`src/rtl/cpot_pkg.sv`:
```
`timescale 1ns / 1ps
// ----------------------------------------------------------------------------
// Collider pair overlap test: shared package
// Widths, shape pair codes, pipeline stage map and the words passed between
// the pipeline modules.
// ----------------------------------------------------------------------------
package cpot_pkg;

  localparam int COORD_BITS = 24;
  localparam int SIZE_BITS  = 23;
  localparam int CMD_BITS   = 2;

  // box corners hold a position plus a size
  localparam int BOX_BITS   = COORD_BITS + 1;
  // clamped point minus centre
  localparam int DIFF_BITS  = BOX_BITS + 1;
  // radius or sum of two radii
  localparam int REACH_BITS = SIZE_BITS + 1;
  localparam int SQ_BITS    = 2 * REACH_BITS;
  localparam int SUM_BITS   = SQ_BITS + 1;

  localparam int NSTG      = 6;
  localparam int STG_SETUP = 0;
  localparam int STG_CLAMP = 1;
  localparam int STG_DIFF  = 2;
  localparam int STG_ABS   = 3;
  localparam int STG_SQ    = 4;
  localparam int STG_CMP   = 5;

  typedef enum logic [CMD_BITS-1:0] {
    CMD_RECT_RECT = 2'd0,
    CMD_CIRC_CIRC = 2'd1,
    CMD_CIRC_RECT = 2'd2,
    CMD_RECT_CIRC = 2'd3
  } cmd_e;

  typedef logic signed [COORD_BITS-1:0] coord_t;
  typedef logic        [SIZE_BITS-1:0]  size_t;
  typedef logic signed [BOX_BITS-1:0]   box_t;
  typedef logic signed [DIFF_BITS-1:0]  diff_t;
  typedef logic        [DIFF_BITS-1:0]  mag_t;
  typedef logic        [REACH_BITS-1:0] reach_t;
  typedef logic        [SQ_BITS-1:0]    sq_t;
  typedef logic        [SUM_BITS-1:0]   sum_t;

  typedef struct packed {
    logic [NSTG-1:0] en;
    logic [NSTG-1:0] vld;
  } cpot_ctl_t;

  typedef struct packed {
    logic [CMD_BITS-1:0] cmd;
    coord_t              a_x;
    coord_t              a_y;
    size_t               a_w;
    size_t               a_h;
    coord_t              b_x;
    coord_t              b_y;
    size_t               b_w;
    size_t               b_h;
    logic                both_active;
  } cpot_req_t;

  // p is the box, q the other box or the point to clamp
  typedef struct packed {
    logic   active;
    logic   is_rr;
    box_t   p_lo_x;
    box_t   p_hi_x;
    box_t   p_lo_y;
    box_t   p_hi_y;
    box_t   q_lo_x;
    box_t   q_hi_x;
    box_t   q_lo_y;
    box_t   q_hi_y;
    reach_t reach;
  } cpot_s1_t;

  typedef struct packed {
    logic   active;
    logic   is_rr;
    logic   rr_hit;
    logic   far;
    reach_t mx;
    reach_t my;
    reach_t reach;
  } cpot_s4_t;

endpackage

```
`src/rtl/cpot_dist.sv`:
```
`timescale 1ns / 1ps
// ----------------------------------------------------------------------------
// Collider pair overlap test: distance stages
// Square both offsets and the reach, then compare the distance with the
// reach and pick the box or circle answer.
// ----------------------------------------------------------------------------
module cpot_dist import cpot_pkg::*; (
  input  logic      clk_i,
  input  logic      rst_ni,
  input  cpot_ctl_t ctl_i,
  input  cpot_s4_t  s4_i,
  output logic      hit_o
);

  logic s5_active_q, s5_is_rr_q, s5_rr_hit_q, s5_far_q;
  sq_t  s5_sqx_q, s5_sqy_q, s5_r2_q;
  sum_t dist2;
  logic hit_d, hit_q;

  always_ff @(posedge clk_i) begin
    if (ctl_i.en[STG_SQ]) begin
      s5_active_q <= s4_i.active;
      s5_is_rr_q  <= s4_i.is_rr;
      s5_rr_hit_q <= s4_i.rr_hit;
      s5_far_q    <= s4_i.far;
      s5_sqx_q    <= sq_t'(s4_i.mx) * sq_t'(s4_i.mx);
      s5_sqy_q    <= sq_t'(s4_i.my) * sq_t'(s4_i.my);
      s5_r2_q     <= sq_t'(s4_i.reach) * sq_t'(s4_i.reach);
    end
  end

  always_comb begin
    dist2 = sum_t'(s5_sqx_q) + sum_t'(s5_sqy_q);
    if (!s5_active_q) begin
      hit_d = 1'b0;
    end else if (s5_is_rr_q) begin
      hit_d = s5_rr_hit_q;
    end else begin
      hit_d = !s5_far_q && (dist2 <= sum_t'(s5_r2_q));
    end
  end

  always_ff @(posedge clk_i) begin
    if (ctl_i.en[STG_CMP]) begin
      hit_q <= hit_d;
    end
  end

  assign hit_o = hit_q;

  a_inactive_miss: assert property (@(posedge clk_i) disable iff (!rst_ni)
    (ctl_i.en[STG_CMP] && !s5_active_q) |=> !hit_o)
    else $error("hit reported for an inactive pair");

endmodule

```
`config.mk`:
```
export PLATFORM = sky130hd
export DESIGN_NAME = cpot_dist
export DESIGN_NICKNAME = d
export VERILOG_FILES = /design/src/rtl/cpot_pkg.sv /design/src/rtl/cpot_dist.sv
export SDC_FILE = /design/constraint.sdc
export NUM_CORES = 2
export LEC_CHECK = 0
export BUFFER_PORTS_ARGS = -buffer_cell sky130_fd_sc_hd__clkbuf_2
export CAP_MARGIN = 20
export CORE_MARGIN = 1.5
export CORE_UTILIZATION = 35
export DETAILED_ROUTE_END_ITERATION = 6
export SLEW_MARGIN = 10
export SYNTH_ARGS = -nofsm -noshare
export SYNTH_HDL_FRONTEND = slang
export SYNTH_SLANG_ARGS = --single-unit
```
`constraint.sdc`:
```
create_clock -name clk_i -period 12.4 [get_ports clk_i]
set_input_delay 0.62 -clock clk_i [delete_from_list [all_inputs] [get_ports clk_i]]
set_output_delay 0.62 -clock clk_i [all_outputs]
set_load 0.01 [all_outputs]
```
==> qor.yml <==
logic_synthesis:
  synth_edf_count: 146
  yosys.area.top_type: "fa_1"
  ys_types: 67
  synth_seq_cells: 146
  synth_cells: 6091
  synth-seq-area-share_pct: 7.73
  ys.flop_type: "edfxtp_1"
  syn_nets: 8072
  synthArstFlopShare_pct: 0
  avgSynthCellArea_um2: 9.31
  synth.cell_area_um2: 56700
  synth_area_leaders: "fa_1 (45%), ha_1 (14%), inv_1 (12%), edfxtp_1 (7.7%), and2_1 (3.8%)"
  yosysWarnings: 0
  synth_top_area_share_pct: 44.8
sta:
  finClkSkew_ns: 0.0157
  max_slew_margin_pct: 44.0
  setup_tns_ns: 0
  clock.fmax_mhz: 126
  fin_crit_ns: 7.94
  setup_violations: 0
  whs_ns: 0.373
  slew_viol_final: 0
  hold_violations: 0
  rsz0062_at_grt: "false"
  tightest_slew_ns: 0.839
  fin_crit_sh_pct: 64.0
die:
  core.rowCount: 147
  dieArea_um2: 164000
  die_x_um: 406
  coreArea_um2: 161000
  die_h_um: 406
  io_pins: 91
  start_util_pct: 35.3
global_routing:
  grt_max_degree: 92
  grt_usage_pct: 16.8
  antenna_found_initial: 3
  grt_pass1_wl_um: 222000
  first_global_vias: 42922
  gr-total-overflow: 0
place:
  dp_hpwl_um: 108000
  place_congestion: 0.871
  dpl_cell_area_um2: 59200
  io_buffer_count: 79
worst_setup_path:
  end_kind: "register"
  arrival_ns: 8.11
  critPathLaunch: "s4_i[58]"
  cp_data_required_time_ns: 12.57
  reg2reg_to: "hit_o"
  cp_max_fo: 22
  ff2ff_path_depth: 18
  regToRegSetupSlack_ns: 7.09
  endpoint: "s5_sqx_q[47]"
  crit_type: "in -> reg"
  regToRegStartpoint: "s5_sqx_q[3]"
  critPathLaunchType: "input pin"
cts:
  post_cts_resized: 0
  path_clk_slew_ns: 0.07
  cts_hold_buf: 0
  post-cts-setup-buffers: 0
  cts.sinks: 146
  htreeDepth: 4
  cts_buffers: 17
  clock_latency_ns: 0.44
  cts_root_buffer: "clkbuf_16"
  clk_path_buf_depth: 2
  cts_tree: "done"
route:
  drt_wl_total_um: 131000
  drtIter0Drc: 1730
  ant_nets: 0
  route.detailed.drc: 0
  vias: 38593
  post_drt_wl_per_cell_um: 16.0
  avgViaCountPerCell: 4.71
  first_pass_iters: 6
final_layout:
  layout-drive-gt1-share_pct: 2.27
  design_area_um2: 59800
  area_growth_pct: 5.38
  nets: 8006
hold_path:
  hp-class: "in -> reg"
flow_run:
  maxCapViolCount: 0
run_status:
  run_status: "finished, final reports clean"
[Yosys cell counts, types with 9 or more instances]
| library cell | number |
|---|---|
| inv_1 | 1835 |
| fa_1 | 1269 |
| ha_1 | 622 |
| nand2_1 | 551 |
| and2_1 | 347 |
| a21oi_1 | 207 |
| clkbuf_1 | 165 |
| nor2_1 | 152 |
| edfxtp_1 | 146 |
| xnor2_1 | 132 |
| a21o_1 | 110 |
| o21ai_0 | 97 |
| xor2_1 | 66 |
| nand3_1 | 45 |
| nor2b_1 | 36 |
| nand4_1 | 30 |
| o21a_1 | 28 |
| o21bai_1 | 28 |
| nand2b_1 | 27 |
| nor3_1 | 26 |
| and3_1 | 18 |
| a31oi_1 | 15 |
| o31ai_1 | 12 |
| or2_2 | 12 |
| o211ai_1 | 9 |
| o31a_1 | 9 |
[per-layer routing]
metal	share of wire, %	up-vias	track usage, %
li1	-	17973	-
met3	3.8	113	1.28
met2	51	676	29.7
met1	44	19827	22.7
met5	0.021	-	0
met4	1.3	4	2.83
[registers in the layout (all words and copies together), names as in the netlist]
name,cells
hit_o,1
s5_active_q,1
s5_far_q,1
s5_is_rr_q,1
s5_r2_q,47
s5_rr_hit_q,1
s5_sqx_q,47
s5_sqy_q,47
[area by class of cell]
class	count	area, µm²
inverters	1835	6890
clock inverters	13	126
diodes	1	2.50
clock buffers	18	429
multi-input cells	3945	44800
flip-flops and latches	146	4380
repair buffers	80	409
fillers	16298	101000
well taps	2160	2700
[how the worst min path moves through the flow]
stage / start / end / slack, ns / cells after the start
after floorplan: s5_rr_hit_q / hit_o / 0.52 / 2
after global placement: s5_rr_hit_q / hit_o / 0.64 / 2
after detailed placement: s5_rr_hit_q / hit_o / 0.62 / 2
after CTS: ctl_i[11] / hit_o / 0.36 / 1
after global routing: ctl_i[11] / hit_o / 0.38 / 1
final: ctl_i[11] / hit_o / 0.37 / 1
[per-stage QoR]
stage / worst slack, ns / cells / utilization, %
after detailed placement: 4.07 / 8166 / 36.8
after global routing: 3.88 / 8197 / 37.2
after floorplan: 4.92 / 6091 / -
after CTS: 4.46 / 8197 / 37.2
after global placement: 4.11 / 8166 / 36.8
final: 4.46 / 8198 / 37.2
[logic make-up (layout without fill, tap and decap cells)]
kind of cell	after synthesis	after routing	synth area share, %
simple gates	1265	1265	10.8
fa+ha+maj	1891	1891	58.5
flops	146	146	7.73
mux	7	7	0.135
compound gates	584	584	6.55
buf+inv	2000	1946	13.2
other cells	0	1	0
xor+xnor	198	198	3.06
[critical path, cell delays in order]
cell,delay [ns]
clkbuf_2,0.55
inv_1,0.33
nor2_1,0.25
inv_1,0.09
fa_1,0.49
fa_1,0.54
fa_1,0.42
fa_1,0.50
inv_1,0.06
fa_1,0.44
fa_1,0.52
inv_1,0.05
fa_1,0.48
inv_1,0.04
ha_1,0.36
a21oi_1,0.27
o21ai_0,0.17
a2111oi_0,0.43
a21oi_1,0.27
a311oi_1,0.41
a21o_1,0.26
nor2_1,0.09
o32ai_1,0.32
xnor2_1,0.14
[cells in the final DEF, fill, tap and decap left out, drive strengths merged, types with 30 or more instances in the layout]
master / instances
a21o: 110
inv: 1841
nor2b: 36
and2: 347
nand3: 45
o21ai: 98
nand2: 551
a21oi: 207
ha: 622
edfxtp: 146
clkbuf: 96
nand4: 30
nor2: 152
xor2: 66
fa: 1269
xnor2: 132
Power is not shown: default switching activity piles up to over one toggle a cycle in this logic, so the estimate is an artifact.
