==> config.mk <==
export PLATFORM = sky130hd
export DESIGN_NAME = cpot_setup
export DESIGN_NICKNAME = d
export VERILOG_FILES = /design/src/rtl/cpot_pkg.sv /design/src/rtl/cpot_setup.sv
export SDC_FILE = /design/constraint.sdc
export NUM_CORES = 1
export LEC_CHECK = 0
export BUFFER_PORTS_ARGS = -buffer_cell sky130_fd_sc_hd__buf_2
export CAP_MARGIN = 10
export CORE_MARGIN = 2
export CORE_UTILIZATION = 59
export DETAILED_ROUTE_END_ITERATION = 16
export PLACE_DENSITY = 0.85
export SYNTH_ARGS = -nofsm -noshare
export SYNTH_HDL_FRONTEND = slang
export SYNTH_SLANG_ARGS = --single-unit
==> constraint.sdc <==
create_clock -name clk_i -period 6.3 [get_ports clk_i]
set_clock_uncertainty 0.05 [all_clocks]
set_input_delay 1.26 -clock clk_i [delete_from_list [all_inputs] [get_ports clk_i]]
set_output_delay 1.26 -clock clk_i [all_outputs]
set_load 0.02 [all_outputs]
==> src/rtl/cpot_pkg.sv <==
`timescale 1ns / 1ps
// ----------------------------------------------------------------------------
// Collider pair overlap test: shared package
// Widths, shape pair codes, pipeline stage map and the words passed between
// the pipeline modules.
// ----------------------------------------------------------------------------
package cpot_pkg;

  localparam int COORD_BITS = 24;
  localparam int SIZE_BITS  = 23;
  localparam int CMD_BITS   = 2;

  // box corners hold a position plus a size
  localparam int BOX_BITS   = COORD_BITS + 1;
  // clamped point minus centre
  localparam int DIFF_BITS  = BOX_BITS + 1;
  // radius or sum of two radii
  localparam int REACH_BITS = SIZE_BITS + 1;
  localparam int SQ_BITS    = 2 * REACH_BITS;
  localparam int SUM_BITS   = SQ_BITS + 1;

  localparam int NSTG      = 6;
  localparam int STG_SETUP = 0;
  localparam int STG_CLAMP = 1;
  localparam int STG_DIFF  = 2;
  localparam int STG_ABS   = 3;
  localparam int STG_SQ    = 4;
  localparam int STG_CMP   = 5;

  typedef enum logic [CMD_BITS-1:0] {
    CMD_RECT_RECT = 2'd0,
    CMD_CIRC_CIRC = 2'd1,
    CMD_CIRC_RECT = 2'd2,
    CMD_RECT_CIRC = 2'd3
  } cmd_e;

  typedef logic signed [COORD_BITS-1:0] coord_t;
  typedef logic        [SIZE_BITS-1:0]  size_t;
  typedef logic signed [BOX_BITS-1:0]   box_t;
  typedef logic signed [DIFF_BITS-1:0]  diff_t;
  typedef logic        [DIFF_BITS-1:0]  mag_t;
  typedef logic        [REACH_BITS-1:0] reach_t;
  typedef logic        [SQ_BITS-1:0]    sq_t;
  typedef logic        [SUM_BITS-1:0]   sum_t;

  typedef struct packed {
    logic [NSTG-1:0] en;
    logic [NSTG-1:0] vld;
  } cpot_ctl_t;

  typedef struct packed {
    logic [CMD_BITS-1:0] cmd;
    coord_t              a_x;
    coord_t              a_y;
    size_t               a_w;
    size_t               a_h;
    coord_t              b_x;
    coord_t              b_y;
    size_t               b_w;
    size_t               b_h;
    logic                both_active;
  } cpot_req_t;

  // p is the box, q the other box or the point to clamp
  typedef struct packed {
    logic   active;
    logic   is_rr;
    box_t   p_lo_x;
    box_t   p_hi_x;
    box_t   p_lo_y;
    box_t   p_hi_y;
    box_t   q_lo_x;
    box_t   q_hi_x;
    box_t   q_lo_y;
    box_t   q_hi_y;
    reach_t reach;
  } cpot_s1_t;

  typedef struct packed {
    logic   active;
    logic   is_rr;
    logic   rr_hit;
    logic   far;
    reach_t mx;
    reach_t my;
    reach_t reach;
  } cpot_s4_t;

endpackage

==> src/rtl/cpot_setup.sv <==
`timescale 1ns / 1ps
// ----------------------------------------------------------------------------
// Collider pair overlap test: setup stage
// Map the shape pair onto one box and one query box or point, form the box
// far edges and the reach.
// ----------------------------------------------------------------------------
module cpot_setup import cpot_pkg::*; (
  input  logic      clk_i,
  input  logic      en_i,
  input  cpot_req_t req_i,
  output cpot_s1_t  s1_o
);

  cpot_s1_t s1_d, s1_q;
  box_t     ax, ay, bx, by;
  box_t     ax_hi, ay_hi, bx_hi, by_hi;

  always_comb begin
    ax    = box_t'(req_i.a_x);
    ay    = box_t'(req_i.a_y);
    bx    = box_t'(req_i.b_x);
    by    = box_t'(req_i.b_y);
    ax_hi = ax + box_t'(req_i.a_w);
    ay_hi = ay + box_t'(req_i.a_h);
    bx_hi = bx + box_t'(req_i.b_w);
    by_hi = by + box_t'(req_i.b_h);

    s1_d        = '0;
    s1_d.active = req_i.both_active;
    unique case (cmd_e'(req_i.cmd))
      CMD_RECT_RECT: begin
        s1_d.is_rr  = 1'b1;
        s1_d.p_lo_x = ax;
        s1_d.p_hi_x = ax_hi;
        s1_d.p_lo_y = ay;
        s1_d.p_hi_y = ay_hi;
        s1_d.q_lo_x = bx;
        s1_d.q_hi_x = bx_hi;
        s1_d.q_lo_y = by;
        s1_d.q_hi_y = by_hi;
        s1_d.reach  = '0;
      end
      CMD_CIRC_CIRC: begin
        s1_d.p_lo_x = bx;
        s1_d.p_hi_x = bx;
        s1_d.p_lo_y = by;
        s1_d.p_hi_y = by;
        s1_d.q_lo_x = ax;
        s1_d.q_hi_x = ax;
        s1_d.q_lo_y = ay;
        s1_d.q_hi_y = ay;
        s1_d.reach  = reach_t'(req_i.a_w) + reach_t'(req_i.b_w);
      end
      CMD_CIRC_RECT: begin
        s1_d.p_lo_x = bx;
        s1_d.p_hi_x = bx_hi;
        s1_d.p_lo_y = by;
        s1_d.p_hi_y = by_hi;
        s1_d.q_lo_x = ax;
        s1_d.q_hi_x = ax;
        s1_d.q_lo_y = ay;
        s1_d.q_hi_y = ay;
        s1_d.reach  = reach_t'(req_i.a_w);
      end
      CMD_RECT_CIRC: begin
        s1_d.p_lo_x = ax;
        s1_d.p_hi_x = ax_hi;
        s1_d.p_lo_y = ay;
        s1_d.p_hi_y = ay_hi;
        s1_d.q_lo_x = bx;
        s1_d.q_hi_x = bx;
        s1_d.q_lo_y = by;
        s1_d.q_hi_y = by;
        s1_d.reach  = reach_t'(req_i.b_w);
      end
      default: s1_d = '0;
    endcase
  end

  always_ff @(posedge clk_i) begin
    if (en_i) begin
      s1_q <= s1_d;
    end
  end

  assign s1_o = s1_q;

endmodule

==> flow_summary.ini <==
[run_status]
status = finished clean

[placed_design]
place.gp.congestion = 0.951
io_buffer_count = 418
post-place-ws_ns = 1.97
hpwl_um = 36700

[global_routing]
grt_use_total_pct = 34.4
grtUsageMet1_pct = 44.9
grt_use_met3_pct = 6.28
grt-busiest-layer = met2
grt_pass1_vias = 14700
grt_max_degree = 111
grt_first_pass_wirelength_um = 77600
gr-total-overflow = 0
grt_antenna_before_repair = 4
grt_use_met2_pct = 57.3

[timing]
tightest_slew_ns = 0.978
post-route-period-util_pct = 61.8
setup_ws_ns = 2.40
rsz0062_at_grt = no
fmaxAchievable_mhz = 257
fin_crit_ns = 3.90
setup_tns_ns = 0
finalHoldViolCount = 0
slew_headroom_pct = 34.8
drv_slew = 0
finalSetupViolations = 0

[synth]
ys_seq_area_share_pct = 41.9
syn-num-nets = 2053
synth_top_flop_cell = edfxtp_1
yosysWarnings = 0
async_flop_share_pct = 0
netlist_area_um2 = 15900
synth-edff-count = 222
synthesis.instances = 1740
ys_ff_latch = 222
avgSynthCellArea_um2 = 9.15
synth_cell_type_count = 72

[detailed_routing]
routed_wl_um = 50300
detail_route.iter0.violations = 1692
drcViolationCount = 0
wl_per_cell_um = 20.3
via_per_inst = 6.22
ant_nets = 0
vias = 15400
dr.pass1.iters = 6

[pwr]
power_leakage_nw = 8.51
max-vdd-ir-drop_uv = 190
power_density_nw_per_um2 = 252

[die]
fp.dieH_um = 168
core_um2 = 26700
die-width_um = 168
io-pin-count = 419
die_area_um2 = 28300
start_util_pct = 59.6
fp-row-count = 60

[critical_path]
crit_path_start_kind = primary input
max_stage_delay_ns = 0.72
crit_top_cell = buf_4
worst-path-max-fanout = 70
crit_chain = buf_4 > inv_2 > buf_4 > nor2_1 > nor2_4 > buf_4 > a21oi_1
cp_top_family = buffers and inverters
crit_path_end_kind = flop
cp.arrival_ns = 4.10
worstPathRequired_ns = 6.50
cp_slowest_cell = buf_4
path_buf_inv = 4
critPathKind = in2reg

[cts]
cts_root_buffer = clkbuf_16
cts_buffers = 25
cts.clk_slew.worst_paths_ns = 0.06
cts_tree = done
cts_sinks = 222
post-cts-setup-buffers = 0
clockBufferDepth = 3
h-tree-depth = 1
ctsResizeCount = 0
cts_hold_buf = 0

[min_path]
hold_class = in2reg

[finish]
layout.nets = 2424
syn2layout_area_growth_pct = 19.2
fin_util_pct = 71.0
n_fill_cell = 2047
largest_reg_flops = 222
drive_gt1_share_pct = 22.8

[job]
max_cap_violations = 0
## worst paths after layout
kind  cells after the start  slack (ns)         to       start
max                       7        2.40  s1_o[176]  req_i[190]
min                       1        0.86  s1_o[225]    req_i[0]
## where the power goes
part	internal (W)	total, W	switching (W)
combinational	0.000541	0.00152	0.000976
clock	0.000765	0.00138	0.000612
sequential	0.00184	0.00189	0.0000491
## area by class of cell
class / instances / area (µm²) / share of cell area, %
diodes: 4 / 10.0 / 0.0527
clock buffers: 30 / 644 / 3.39
clock inverters: 15 / 96.3 / 0.508
inverters: 28 / 105 / 0.554
multi-input cells: 1403 / 8830 / 46.5
flip-flops and latches: 222 / 6670 / 35.1
well taps: 341 / 427 / 2.25
repair buffers: 431 / 2210 / 11.6
## synth_stat cells, drive strengths merged (3+ instances only)
master / instances / area [µm²]
nor4: 4 / 25.0
o21ai: 85 / 425
a221oi: 3 / 26.3
a32oi: 4 / 35.0
o2111ai: 4 / 35.0
o21bai: 11 / 82.6
and2: 8 / 50.1
a221o: 7 / 70.1
nand3: 26 / 130
a211oi: 53 / 398
a21o: 43 / 323
clkbuf: 67 / 251
mux2: 4 / 45.0
xnor2: 51 / 447
o22ai: 19 / 119
o31ai: 7 / 57.6
a21oi: 128 / 641
a21boi: 4 / 30.0
nand2: 419 / 1570
nand4: 8 / 50.1
or3: 6 / 37.5
o211ai: 24 / 180
and3: 9 / 56.3
o21a: 20 / 150
a311o: 3 / 30.0
nor3: 17 / 90.1
nor2: 96 / 360
edfxtp: 222 / 6670
o221ai: 9 / 78.8
fa: 5 / 100
a22oi: 7 / 52.6
a31oi: 39 / 250
buf: 20 / 96.4
or2: 5 / 31.3
nand3b: 3 / 22.5
nand2b: 23 / 144
xor2: 42 / 368
inv: 27 / 101
mux2i: 45 / 450
a31o: 3 / 26.3
nor2b: 12 / 82.6
ha: 115 / 1440
o31a: 3 / 26.3
## cells in the final DEF, fill, tap and decap left out, types with 9 or more instances in the layout
| cell type | n |
|---|---|
| a211oi_1 | 53 |
| a21o_1 | 43 |
| a21oi_1 | 128 |
| a31oi_1 | 38 |
| and3_1 | 9 |
| buf_2 | 415 |
| buf_4 | 14 |
| clkbuf_16 | 25 |
| edfxtp_1 | 222 |
| ha_1 | 115 |
| inv_1 | 26 |
| mux2i_1 | 45 |
| nand2_1 | 418 |
| nand2b_1 | 23 |
| nand3_1 | 26 |
| nor2_1 | 94 |
| nor2b_1 | 11 |
| nor3_1 | 16 |
| o211ai_1 | 24 |
| o21a_1 | 20 |
| o21ai_0 | 77 |
| o21bai_1 | 11 |
| o221ai_1 | 9 |
| o22ai_1 | 19 |
| xnor2_1 | 51 |
| xor2_1 | 42 |
## metrics by stage
stage               cells  instance area (µm²)  hold slack (ns)  power [W]
finish               2474                19000            0.857    0.00478
global route         2473                19000            0.854    0.00498
CTS                  2470                19000            0.844    0.00477
detailed placement   2425                18200             1.39    0.00340
global placement     2425                18200             1.39    0.00336
floorplan            1740                15900             1.31    0.00290
## layer usage
layer / share of wire (%) / vias to the layer above / wire length, µm
met5: 0.022 / - / 11
met4: 4.0 / 2 / 1990
met3: 9.6 / 132 / 4820
met2: 47 / 870 / 23600
met1: 39 / 7232 / 19900
li1: - / 7158 / -
## cells by family after synthesis
family	synth area share (%)
DFF	41.9
and+or+nand+nor	16.9
adders and majority gates	9.66
xor gates and xnor gates	5.11
buffers and inverters	2.84
AOI/OAI and AO/OA	20.5
muxes	3.11
Note: power is estimated with default switching activity, not from simulation.
