[src/rtl/cpot_pkg.sv]
`timescale 1ns / 1ps
// ----------------------------------------------------------------------------
// Collider pair overlap test: shared package
// Widths, shape pair codes, pipeline stage map and the words passed between
// the pipeline modules.
// ----------------------------------------------------------------------------
package cpot_pkg;

  localparam int COORD_BITS = 24;
  localparam int SIZE_BITS  = 23;
  localparam int CMD_BITS   = 2;

  // box corners hold a position plus a size
  localparam int BOX_BITS   = COORD_BITS + 1;
  // clamped point minus centre
  localparam int DIFF_BITS  = BOX_BITS + 1;
  // radius or sum of two radii
  localparam int REACH_BITS = SIZE_BITS + 1;
  localparam int SQ_BITS    = 2 * REACH_BITS;
  localparam int SUM_BITS   = SQ_BITS + 1;

  localparam int NSTG      = 6;
  localparam int STG_SETUP = 0;
  localparam int STG_CLAMP = 1;
  localparam int STG_DIFF  = 2;
  localparam int STG_ABS   = 3;
  localparam int STG_SQ    = 4;
  localparam int STG_CMP   = 5;

  typedef enum logic [CMD_BITS-1:0] {
    CMD_RECT_RECT = 2'd0,
    CMD_CIRC_CIRC = 2'd1,
    CMD_CIRC_RECT = 2'd2,
    CMD_RECT_CIRC = 2'd3
  } cmd_e;

  typedef logic signed [COORD_BITS-1:0] coord_t;
  typedef logic        [SIZE_BITS-1:0]  size_t;
  typedef logic signed [BOX_BITS-1:0]   box_t;
  typedef logic signed [DIFF_BITS-1:0]  diff_t;
  typedef logic        [DIFF_BITS-1:0]  mag_t;
  typedef logic        [REACH_BITS-1:0] reach_t;
  typedef logic        [SQ_BITS-1:0]    sq_t;
  typedef logic        [SUM_BITS-1:0]   sum_t;

  typedef struct packed {
    logic [NSTG-1:0] en;
    logic [NSTG-1:0] vld;
  } cpot_ctl_t;

  typedef struct packed {
    logic [CMD_BITS-1:0] cmd;
    coord_t              a_x;
    coord_t              a_y;
    size_t               a_w;
    size_t               a_h;
    coord_t              b_x;
    coord_t              b_y;
    size_t               b_w;
    size_t               b_h;
    logic                both_active;
  } cpot_req_t;

  // p is the box, q the other box or the point to clamp
  typedef struct packed {
    logic   active;
    logic   is_rr;
    box_t   p_lo_x;
    box_t   p_hi_x;
    box_t   p_lo_y;
    box_t   p_hi_y;
    box_t   q_lo_x;
    box_t   q_hi_x;
    box_t   q_lo_y;
    box_t   q_hi_y;
    reach_t reach;
  } cpot_s1_t;

  typedef struct packed {
    logic   active;
    logic   is_rr;
    logic   rr_hit;
    logic   far;
    reach_t mx;
    reach_t my;
    reach_t reach;
  } cpot_s4_t;

endpackage

[src/rtl/cpot_flow.sv]
`timescale 1ns / 1ps
// ----------------------------------------------------------------------------
// Collider pair overlap test: pipeline flow control
// Per-stage valid bits and load enables; a stage loads when it is empty or
// the stage after it moves.
// ----------------------------------------------------------------------------
module cpot_flow import cpot_pkg::*; (
  input  logic      clk_i,
  input  logic      rst_ni,
  input  logic      in_valid_i,
  output logic      in_ready_o,
  input  logic      out_ready_i,
  output logic      out_valid_o,
  output cpot_ctl_t ctl_o
);

  logic [NSTG-1:0] vld_q, vld_d;
  logic [NSTG-1:0] load;
  logic [NSTG-1:0] prev;

  always_comb begin
    load[NSTG-1] = !vld_q[NSTG-1] || out_ready_i;
    for (int k = NSTG - 2; k >= 0; k--) begin
      load[k] = !vld_q[k] || load[k+1];
    end
    prev = {vld_q[NSTG-2:0], in_valid_i};
    for (int k = 0; k < NSTG; k++) begin
      vld_d[k] = load[k] ? prev[k] : vld_q[k];
    end
  end

  always_ff @(posedge clk_i or negedge rst_ni) begin
    if (!rst_ni) begin
      vld_q <= '0;
    end else begin
      vld_q <= vld_d;
    end
  end

  assign in_ready_o  = load[0];
  assign out_valid_o = vld_q[NSTG-1];
  assign ctl_o.en    = load & prev;
  assign ctl_o.vld   = vld_q;

  a_full_when_blocked: assert property (@(posedge clk_i) disable iff (!rst_ni)
    !in_ready_o |-> (&vld_q))
    else $error("input blocked while a stage is empty");

  a_drain_moves: assert property (@(posedge clk_i) disable iff (!rst_ni)
    (out_valid_o && out_ready_i && !vld_q[NSTG-2]) |=> !out_valid_o)
    else $error("delivered word repeated");

endmodule

[config.mk]
export PLATFORM = sky130hd
export DESIGN_NAME = cpot_flow
export DESIGN_NICKNAME = d
export VERILOG_FILES = /design/src/rtl/cpot_pkg.sv /design/src/rtl/cpot_flow.sv
export SDC_FILE = /design/constraint.sdc
export NUM_CORES = 1
export LEC_CHECK = 0
export BUFFER_PORTS_ARGS = -buffer_cell sky130_fd_sc_hd__buf_2
export CAP_MARGIN = 20
export CORE_AREA = 2 2 39 41
export CTS_BUF_LIST = sky130_fd_sc_hd__clkbuf_8 sky130_fd_sc_hd__clkbuf_16
export CTS_CLUSTER_DIAMETER = 30
export DETAILED_ROUTE_END_ITERATION = 16
export DIE_AREA = 0 0 41 43
export GPL_TIMING_DRIVEN = 0
export PLACE_DENSITY = 0.48
export SETUP_SLACK_MARGIN = 0.02
export SLEW_MARGIN = 20
export SYNTH_ARGS = -nofsm -noshare
export SYNTH_HDL_FRONTEND = slang
export SYNTH_SLANG_ARGS = --single-unit
[constraint.sdc]
create_clock -name clk_i -period 1.14 [get_ports clk_i]
set_input_delay 0.114 -clock clk_i [delete_from_list [all_inputs] [get_ports clk_i]]
set_output_delay 0.114 -clock clk_i [all_outputs]
set_load 0.05 [all_outputs]
==> flow_summary_export.csv, run 1 <==
group,metric,value,unit
outcome,status,"complete, but fails checks",
outcome,violations,"setup timing",
sta,grt_setup_unrepaired,"yes",
clock_tree,clock_latency,0.22,ns
sta,whs,0.1102,ns
run,maxCapViolCount,0,
worst_setup_path,cp_slowest_stage_delay,0.39,ns
worst_setup_path,crit_path_end_kind,"output port",
detailed_routing,first_pass_iters,1,
floorplanning,die-area,1763,um2
power_and_ir_drop,leakagePower,0.3019,nW
synthesis,syn_area_per_cell,11.03,um2
global_routing,antenna_found_initial,0,
sta,max_freq,723.8,MHz
placed_design,dp_hpwl,524.4,um
hold_path,min_to,"vld_q[0]$_DFFE_PN0P_",
clock_tree,root_buffer,"clkbuf_8",
floorplanning,start_util,21.52,%
cells_and_area,top_regs,"vld_q (6)",
worst_setup_path,regToRegSetupSlack,-0.16,ns
cells_and_area,n_fill_cell,145,
global_routing,grt_first_pass_wirelength,1166,um
sta,drv_slew,0,
detailed_routing,vias,305,
synthesis,ys_seq_area_share,50.42,%
sta,min_period_over_period,121.2,%
cells_and_area,layout.cells.non_filler,71,
power_and_ir_drop,ir_worst_vdd,0.7862,mV
synthesis,synthesis.nets,31,
hold_path,min_path_type,"input port to flop",
placed_design,dp_cells,60,
worst_setup_path,path_buf_inv,2,
detailed_routing,dr.max_layer_used,"met3",
worst_setup_path,regToRegStartpoint,"vld_q[4]$_DFFE_PN0P_",
worst_setup_path,r2r_cells,5,
placed_design,gp_congestion,0.5860,
detailed_routing,routedWlPerCell,10.92,um
cells_and_area,drive_above_1_share,76.36,%
worst_setup_path,critPathTopFamily,"flip-flops",
cells_and_area,syn_to_final_growth,116.8,%
global_routing,gr-total-overflow,0,
floorplanning,ios,18,
floorplanning,rows,14,
sta,slew-limit-headroom,83.52,%
cells_and_area,design_area,645.6,um2
worst_setup_path,crit_chain,"and4b_1 > buf_6 > a31oi_4 > buf_6",
global_routing,grt_pass1_vias,298,
placed_design,io_buffers,17,
worst_setup_path,cp_common_cell,"buf_6",
detailed_routing,drt-met1-wl,331,um
clock_tree,clk_pin_slew,0.04,ns
cells_and_area,largest_reg_flops,6,
detailed_routing,drt_iter0_markers,0,
floorplanning,die_y,43,um
worst_setup_path,crit_type,"flop to output port",
power_and_ir_drop,p_per_area,1919,nW/um2
cells_and_area,top_register,"vld_q",
detailed_routing,wl_met3,74,um
detailed_routing,drc,0,
synthesis,syn_inst,27,
clock_tree,numCtsBuffers,3,
worst_setup_path,cp-start-kind,"flop",
sta,finClkSkew,0.004404,ns
detailed_routing,wirelength,775,um
global_routing,grt_max_degree,10,
placed_design,placed_area,455.4,um2
floorplanning,core_area,1384,um2
global_routing,grt.total_usage,10.10,%
sta,tightest_slew,0.2489,ns
worst_setup_path,crit_fanout,7,
sta,setup_ws,-0.2416,ns
clock_tree,cts_tree,"yes",
cells_and_area,num-nets-final,60,
detailed_routing,ant_nets,0,
sta,fin_tns_setup,-1.644,ns
synthesis,ys_types,18,
worst_setup_path,required,1.03,ns
synthesis,synth_seq_cells,6,
clock_tree,cts_buffer_depth,2,
clock_tree,clock-sinks,6,
sta,hold_viol,0,
hold_path,worstHoldPathCells,2,
cells_and_area,n_antenna_cell,0,
detailed_routing,via_per_inst,4.296,
synthesis,syn_area,297.8,um2
sta,finalSetupViolCount,10,
sta,period_minus_slack,1.382,ns
synthesis,yosysWarnings,0,
worst_setup_path,critPathSlowestCell,"dfrtp_2",
clock_tree,htreeDepth,1,
worst_setup_path,cp.arrival,1.27,ns
detailed_routing,wl_met2,369,um
floorplanning,die_w,41,um
hold_path,hp-start,"in_valid_i",
worst_setup_path,r2r-end,"vld_q[3]$_DFFE_PN0P_",
[worst reg2reg max path: cells and delay by family (launching register included)]
kind          cells  cell delay, ns
buf+inv           3            0.38
flops             1            0.39
simple gates      2            0.42
[Yosys cell counts]
cell type / instances / area (um2)
and4b_1: 1 / 10.01
a21boi_1: 1 / 7.510
a41oi_1: 1 / 8.760
a41o_1: 1 / 10.01
a31o_1: 1 / 8.760
inv_1: 2 / 7.510
nor2b_1: 2 / 12.51
nand2b_1: 2 / 12.51
nand4_1: 1 / 6.260
buf_6: 1 / 11.26
a21o_1: 2 / 15.01
a21boi_0: 1 / 7.510
and2_1: 1 / 6.260
buf_1: 1 / 3.750
buf_4: 1 / 7.510
a31oi_1: 1 / 6.260
dfrtp_1: 6 / 150.1
or2_1: 1 / 6.260
[timing repair]
item | CTS | global route
gates cloned | 0 | 0
resized for setup | 23 | 4
setup buffers | 5 | 1
endpoints found under the setup margin | 7 | 13
hold endpoints to repair | 6 | 0
pin swaps | 3 | 2
hold buffers | 1 | 0
[kinds of logic after synthesis]
| group | count (synthesis) | synth area share, % |
|---|---|---|
| buffers and inverters | 5 | 10.08 |
| flip-flops | 6 | 50.42 |
| AND/OR/NAND/NOR | 8 | 18.07 |
| AO/OA/AOI/OAI | 8 | 21.43 |
[metrics by stage]
| step | worst slack [ns] | utilization, % | total power (W) |
|---|---|---|---|
| after detailed placement | -0.1393 | 32.91 | 0.0007718 |
| after floorplan | -0.3688 | - | 0.0006765 |
| final | -0.2416 | 46.65 | 0.001239 |
| after CTS | -0.2534 | 45.21 | 0.001240 |
| after global placement | -0.1462 | 32.91 | 0.0007717 |
| after global routing | -0.2883 | 46.65 | 0.001292 |
[cell type report]
| type | count | area, um2 | share of cell area (%) |
|---|---|---|---|
| well taps | 16 | 20.02 | 3.101 |
| clock inverters | 1 | 3.754 | 0.5814 |
| clock buffers | 3 | 41.29 | 6.395 |
| inverters | 2 | 7.507 | 1.163 |
| repair buffers | 24 | 210.2 | 32.56 |
| multi-input cells | 16 | 178.9 | 27.71 |
| plain buffers | 3 | 27.53 | 4.264 |
| flip-flops and latches | 6 | 156.4 | 24.22 |
[layer usage]
metal	vias up	GRT usage, %
li1	149	-
met1	139	12.13
met2	17	15.00
met3	0	1.571
met4	0	8.000
met5	-	0
[cells in the final DEF, fill, tap and decap left out]
cell,synthesis,final
and2_4,0,1
a21boi_2,0,2
dfrtp_2,0,5
a31o_1,1,1
inv_1,2,3
a31oi_4,0,1
clkbuf_8,0,3
buf_4,1,4
buf_2,0,8
dfrtp_1,6,1
nand4_1,1,1
or2_1,1,1
nor2b_4,0,1
nand2b_4,0,1
nor2b_2,0,1
buf_8,0,2
a21o_1,2,2
buf_6,1,10
nand2b_1,2,1
a41oi_4,0,1
and4b_1,1,1
dlygate4sd3_1,0,1
clkbuf_4,0,2
a41o_1,1,1
[worst max-delay path by stage]
stage                              start    endpoint  cells after the start
floorplan           vld_q[4]$_DFFE_PN0P_  in_ready_o                      3
global placement    vld_q[4]$_DFFE_PN0P_    ctl_o[6]                      4
detailed placement  vld_q[4]$_DFFE_PN0P_    ctl_o[6]                      4
CTS                 vld_q[4]$_DFFE_PN0P_    ctl_o[6]                      4
global route        vld_q[4]$_DFFE_PN0P_    ctl_o[8]                      4
finish              vld_q[4]$_DFFE_PN0P_    ctl_o[7]                      4
[where the power goes]
part           total [W]  internal (W)  switching, W
clock           0.000329      0.000232     0.0000973
sequential      0.000277      0.000247     0.0000298
combinational   0.000633      0.000245      0.000388
Note: power is estimated with default switching activity, not from simulation.
==> run 2: changes to the inputs <==
- CTS_CLUSTER_SIZE: unset -> 20
- RECOVER_POWER: unset -> 25
==> run 2 against run 1 <==
Against the previous run: the flow still finishes with violations (setup timing); critical path depth unchanged; clock power is essentially flat; register-to-register slack hardly changed; sequential power about the same; sequential share of layout area is essentially flat; maximum frequency unchanged; setup slack did not move; non-clock buffer count stayed put; global-route usage unchanged; clock skew is the same.
==> flow_summary_export.csv, run 2 (synthesized netlist as in run 1, its figures left out) <==
group,metric,value,unit
worst_setup_path,crit_path_end_kind,"output port",
cells_and_area,top_regs,"vld_q (6)",
clock_tree,cts_buffer_depth,2,
global_routing,gr-total-overflow,0,
outcome,status,"complete, but fails checks",
worst_setup_path,regToRegSetupSlack,-0.16,ns
sta,min_period_over_period,121.2,%
global_routing,grt_max_degree,10,
cells_and_area,drive_above_1_share,74.55,%
worst_setup_path,cp-start-kind,"flop",
floorplanning,die_y,43,um
clock_tree,numCtsBuffers,3,
sta,hold_viol,0,
floorplanning,die-area,1763,um2
cells_and_area,final_common_cell,"buf_6",
sta,period_minus_slack,1.382,ns
placed_design,dp_hpwl,524.4,um
global_routing,grt_first_pass_wirelength,1166,um
sta,finalSetupViolCount,10,
sta,max_freq,723.8,MHz
detailed_routing,ant_nets,0,
worst_setup_path,startpoint,"vld_q[4]$_DFFE_PN0P_",
detailed_routing,drt_iter0_markers,0,
sta,setup_ws,-0.2416,ns
sta,drv_slew,0,
cells_and_area,largest_reg_flops,6,
global_routing,grt_pass1_vias,298,
detailed_routing,vias,305,
floorplanning,ios,18,
detailed_routing,wirelength,774,um
floorplanning,start_util,21.52,%
worst_setup_path,crit_fanout,7,
cells_and_area,layout.cells.non_filler,71,
worst_setup_path,regToRegStartpoint,"vld_q[4]$_DFFE_PN0P_",
cells_and_area,n_antenna_cell,0,
power_and_ir_drop,ir_worst_vdd,0.7862,mV
outcome,violations,"setup timing",
cells_and_area,top_register,"vld_q",
sta,finClkSkew,0.004404,ns
cells_and_area,syn_to_final_growth,116.4,%
placed_design,dp_cells,60,
placed_design,gp_congestion,0.5860,
cells_and_area,n_fill_cell,146,
worst_setup_path,crit_type,"flop to output port",
power_and_ir_drop,p_per_area,1921,nW/um2
power_and_ir_drop,leakagePower,0.2992,nW
placed_design,io_buffers,17,
floorplanning,rows,14,
clock_tree,clk_pin_slew,0.04,ns
detailed_routing,drc,0,
clock_tree,root_buffer,"clkbuf_8",
clock_tree,clock-sinks,6,
run,maxCapViolCount,0,
sta,grt_setup_unrepaired,"yes",
global_routing,antenna_found_initial,0,
cells_and_area,final_cell_mix,"buf_6 (10), buf_2 (7), dfrtp_2 (5), buf_4 (4)",
floorplanning,die_w,41,um
clock_tree,clock_latency,0.22,ns
detailed_routing,via_per_inst,4.296,
cells_and_area,num-nets-final,60,
clock_tree,htreeDepth,1,
global_routing,grt.total_usage,10.10,%
clock_tree,cts_tree,"yes",
detailed_routing,first_pass_iters,1,
hold_path,hp-start,"in_valid_i",
sta,fin_tns_setup,-1.644,ns
hold_path,min_path_type,"input port to flop",
sta,tightest_slew,0.3446,ns
sta,slew-limit-headroom,77.03,%
floorplanning,core_area,1384,um2
worst_setup_path,cp.arrival,1.27,ns
detailed_routing,routedWlPerCell,10.90,um
worst_setup_path,required,1.03,ns
==> run 2: cell types whose count changed in the layout (fill, tap and decap cells not counted), sizes merged <==
| cell | before | now |
|---|---|---|
| buf | 24 | 23 |
| clkbuf | 5 | 6 |
==> run 2: final timing paths <==
| check | end | cells after the start |
|---|---|---|
| setup / recovery | ctl_o[7] | 4 |
| hold / removal | vld_q[0]$_DFFE_PN0P_ | 2 |
| setup reg to reg | vld_q[3]$_DFFE_PN0P_ | 5 |
| hold reg to reg | vld_q[4]$_DFFE_PN0P_ | 2 |
| max in group asynchronous | vld_q[5]$_DFFE_PN0P_ | 2 |
| min in group asynchronous | vld_q[2]$_DFFE_PN0P_ | 2 |
==> run 2: worst max-delay path, stage by stage (launching register included) <==
cell,delay [ns]
dfrtp_2,0.39
and4b_1,0.21
buf_6,0.14
a31oi_4,0.13
buf_6,0.18
==> run 2: cell type report <==
type	instances	area, um2	share of cell area, %
clock inverter	1	3.754	0.5825
tap	16	20.02	3.107
clock buffer	3	41.29	6.408
inverter	2	7.507	1.165
sequential	6	156.4	24.27
timing repair buffer	24	209.0	32.43
multi-input combinational	16	178.9	27.77
buffer	3	27.53	4.272
==> run 2: power by group <==
part	leakage (nW)	switching, W	total, W	internal, W
sequential	0.0598	0.0000298	0.000277	0.000247
clock	0.0269	0.0000973	0.000329	0.000232
combinational	0.212	0.000388	0.000632	0.000244
total	0.299	0.000515	0.00124	0.000723
==> run 2: stage by stage <==
stage	util, %	area [um2]	setup WS (ns)	total power, W	hold WS (ns)
final	46.56	644.4	-0.2416	0.001238	0.1102
after global routing	46.56	644.4	-0.2883	0.001292	0.1281
after CTS	45.21	625.6	-0.2534	0.001240	0.1023
after detailed placement	32.91	455.4	-0.1393	0.0007718	-0.05137
after global placement	32.91	455.4	-0.1462	0.0007717	-0.05197
after floorplan	-	350.3	-0.3688	0.0006765	-0.1816
==> run 2: per-layer routing <==
| layer | GRT usage [%] | up-vias | routed length [um] |
|---|---|---|---|
| met2 | 15.00 | 17 | 369 |
| met5 | 0 | - | 0 |
| met3 | 1.571 | 0 | 74 |
| li1 | - | 149 | - |
| met1 | 12.13 | 139 | 329 |
| met4 | 8.000 | 0 | 0 |
==> run 2: repair_timing <==
item | 4_1_cts | 5_1_grt
hold buffers | 1 | 0
endpoints found under the setup margin | 7 | 13
cloned | 0 | 0
hold endpoints to repair | 6 | 0
buffers inserted | 5 | 1
pin swaps | 3 | 2
gates resized for setup | 23 | 4
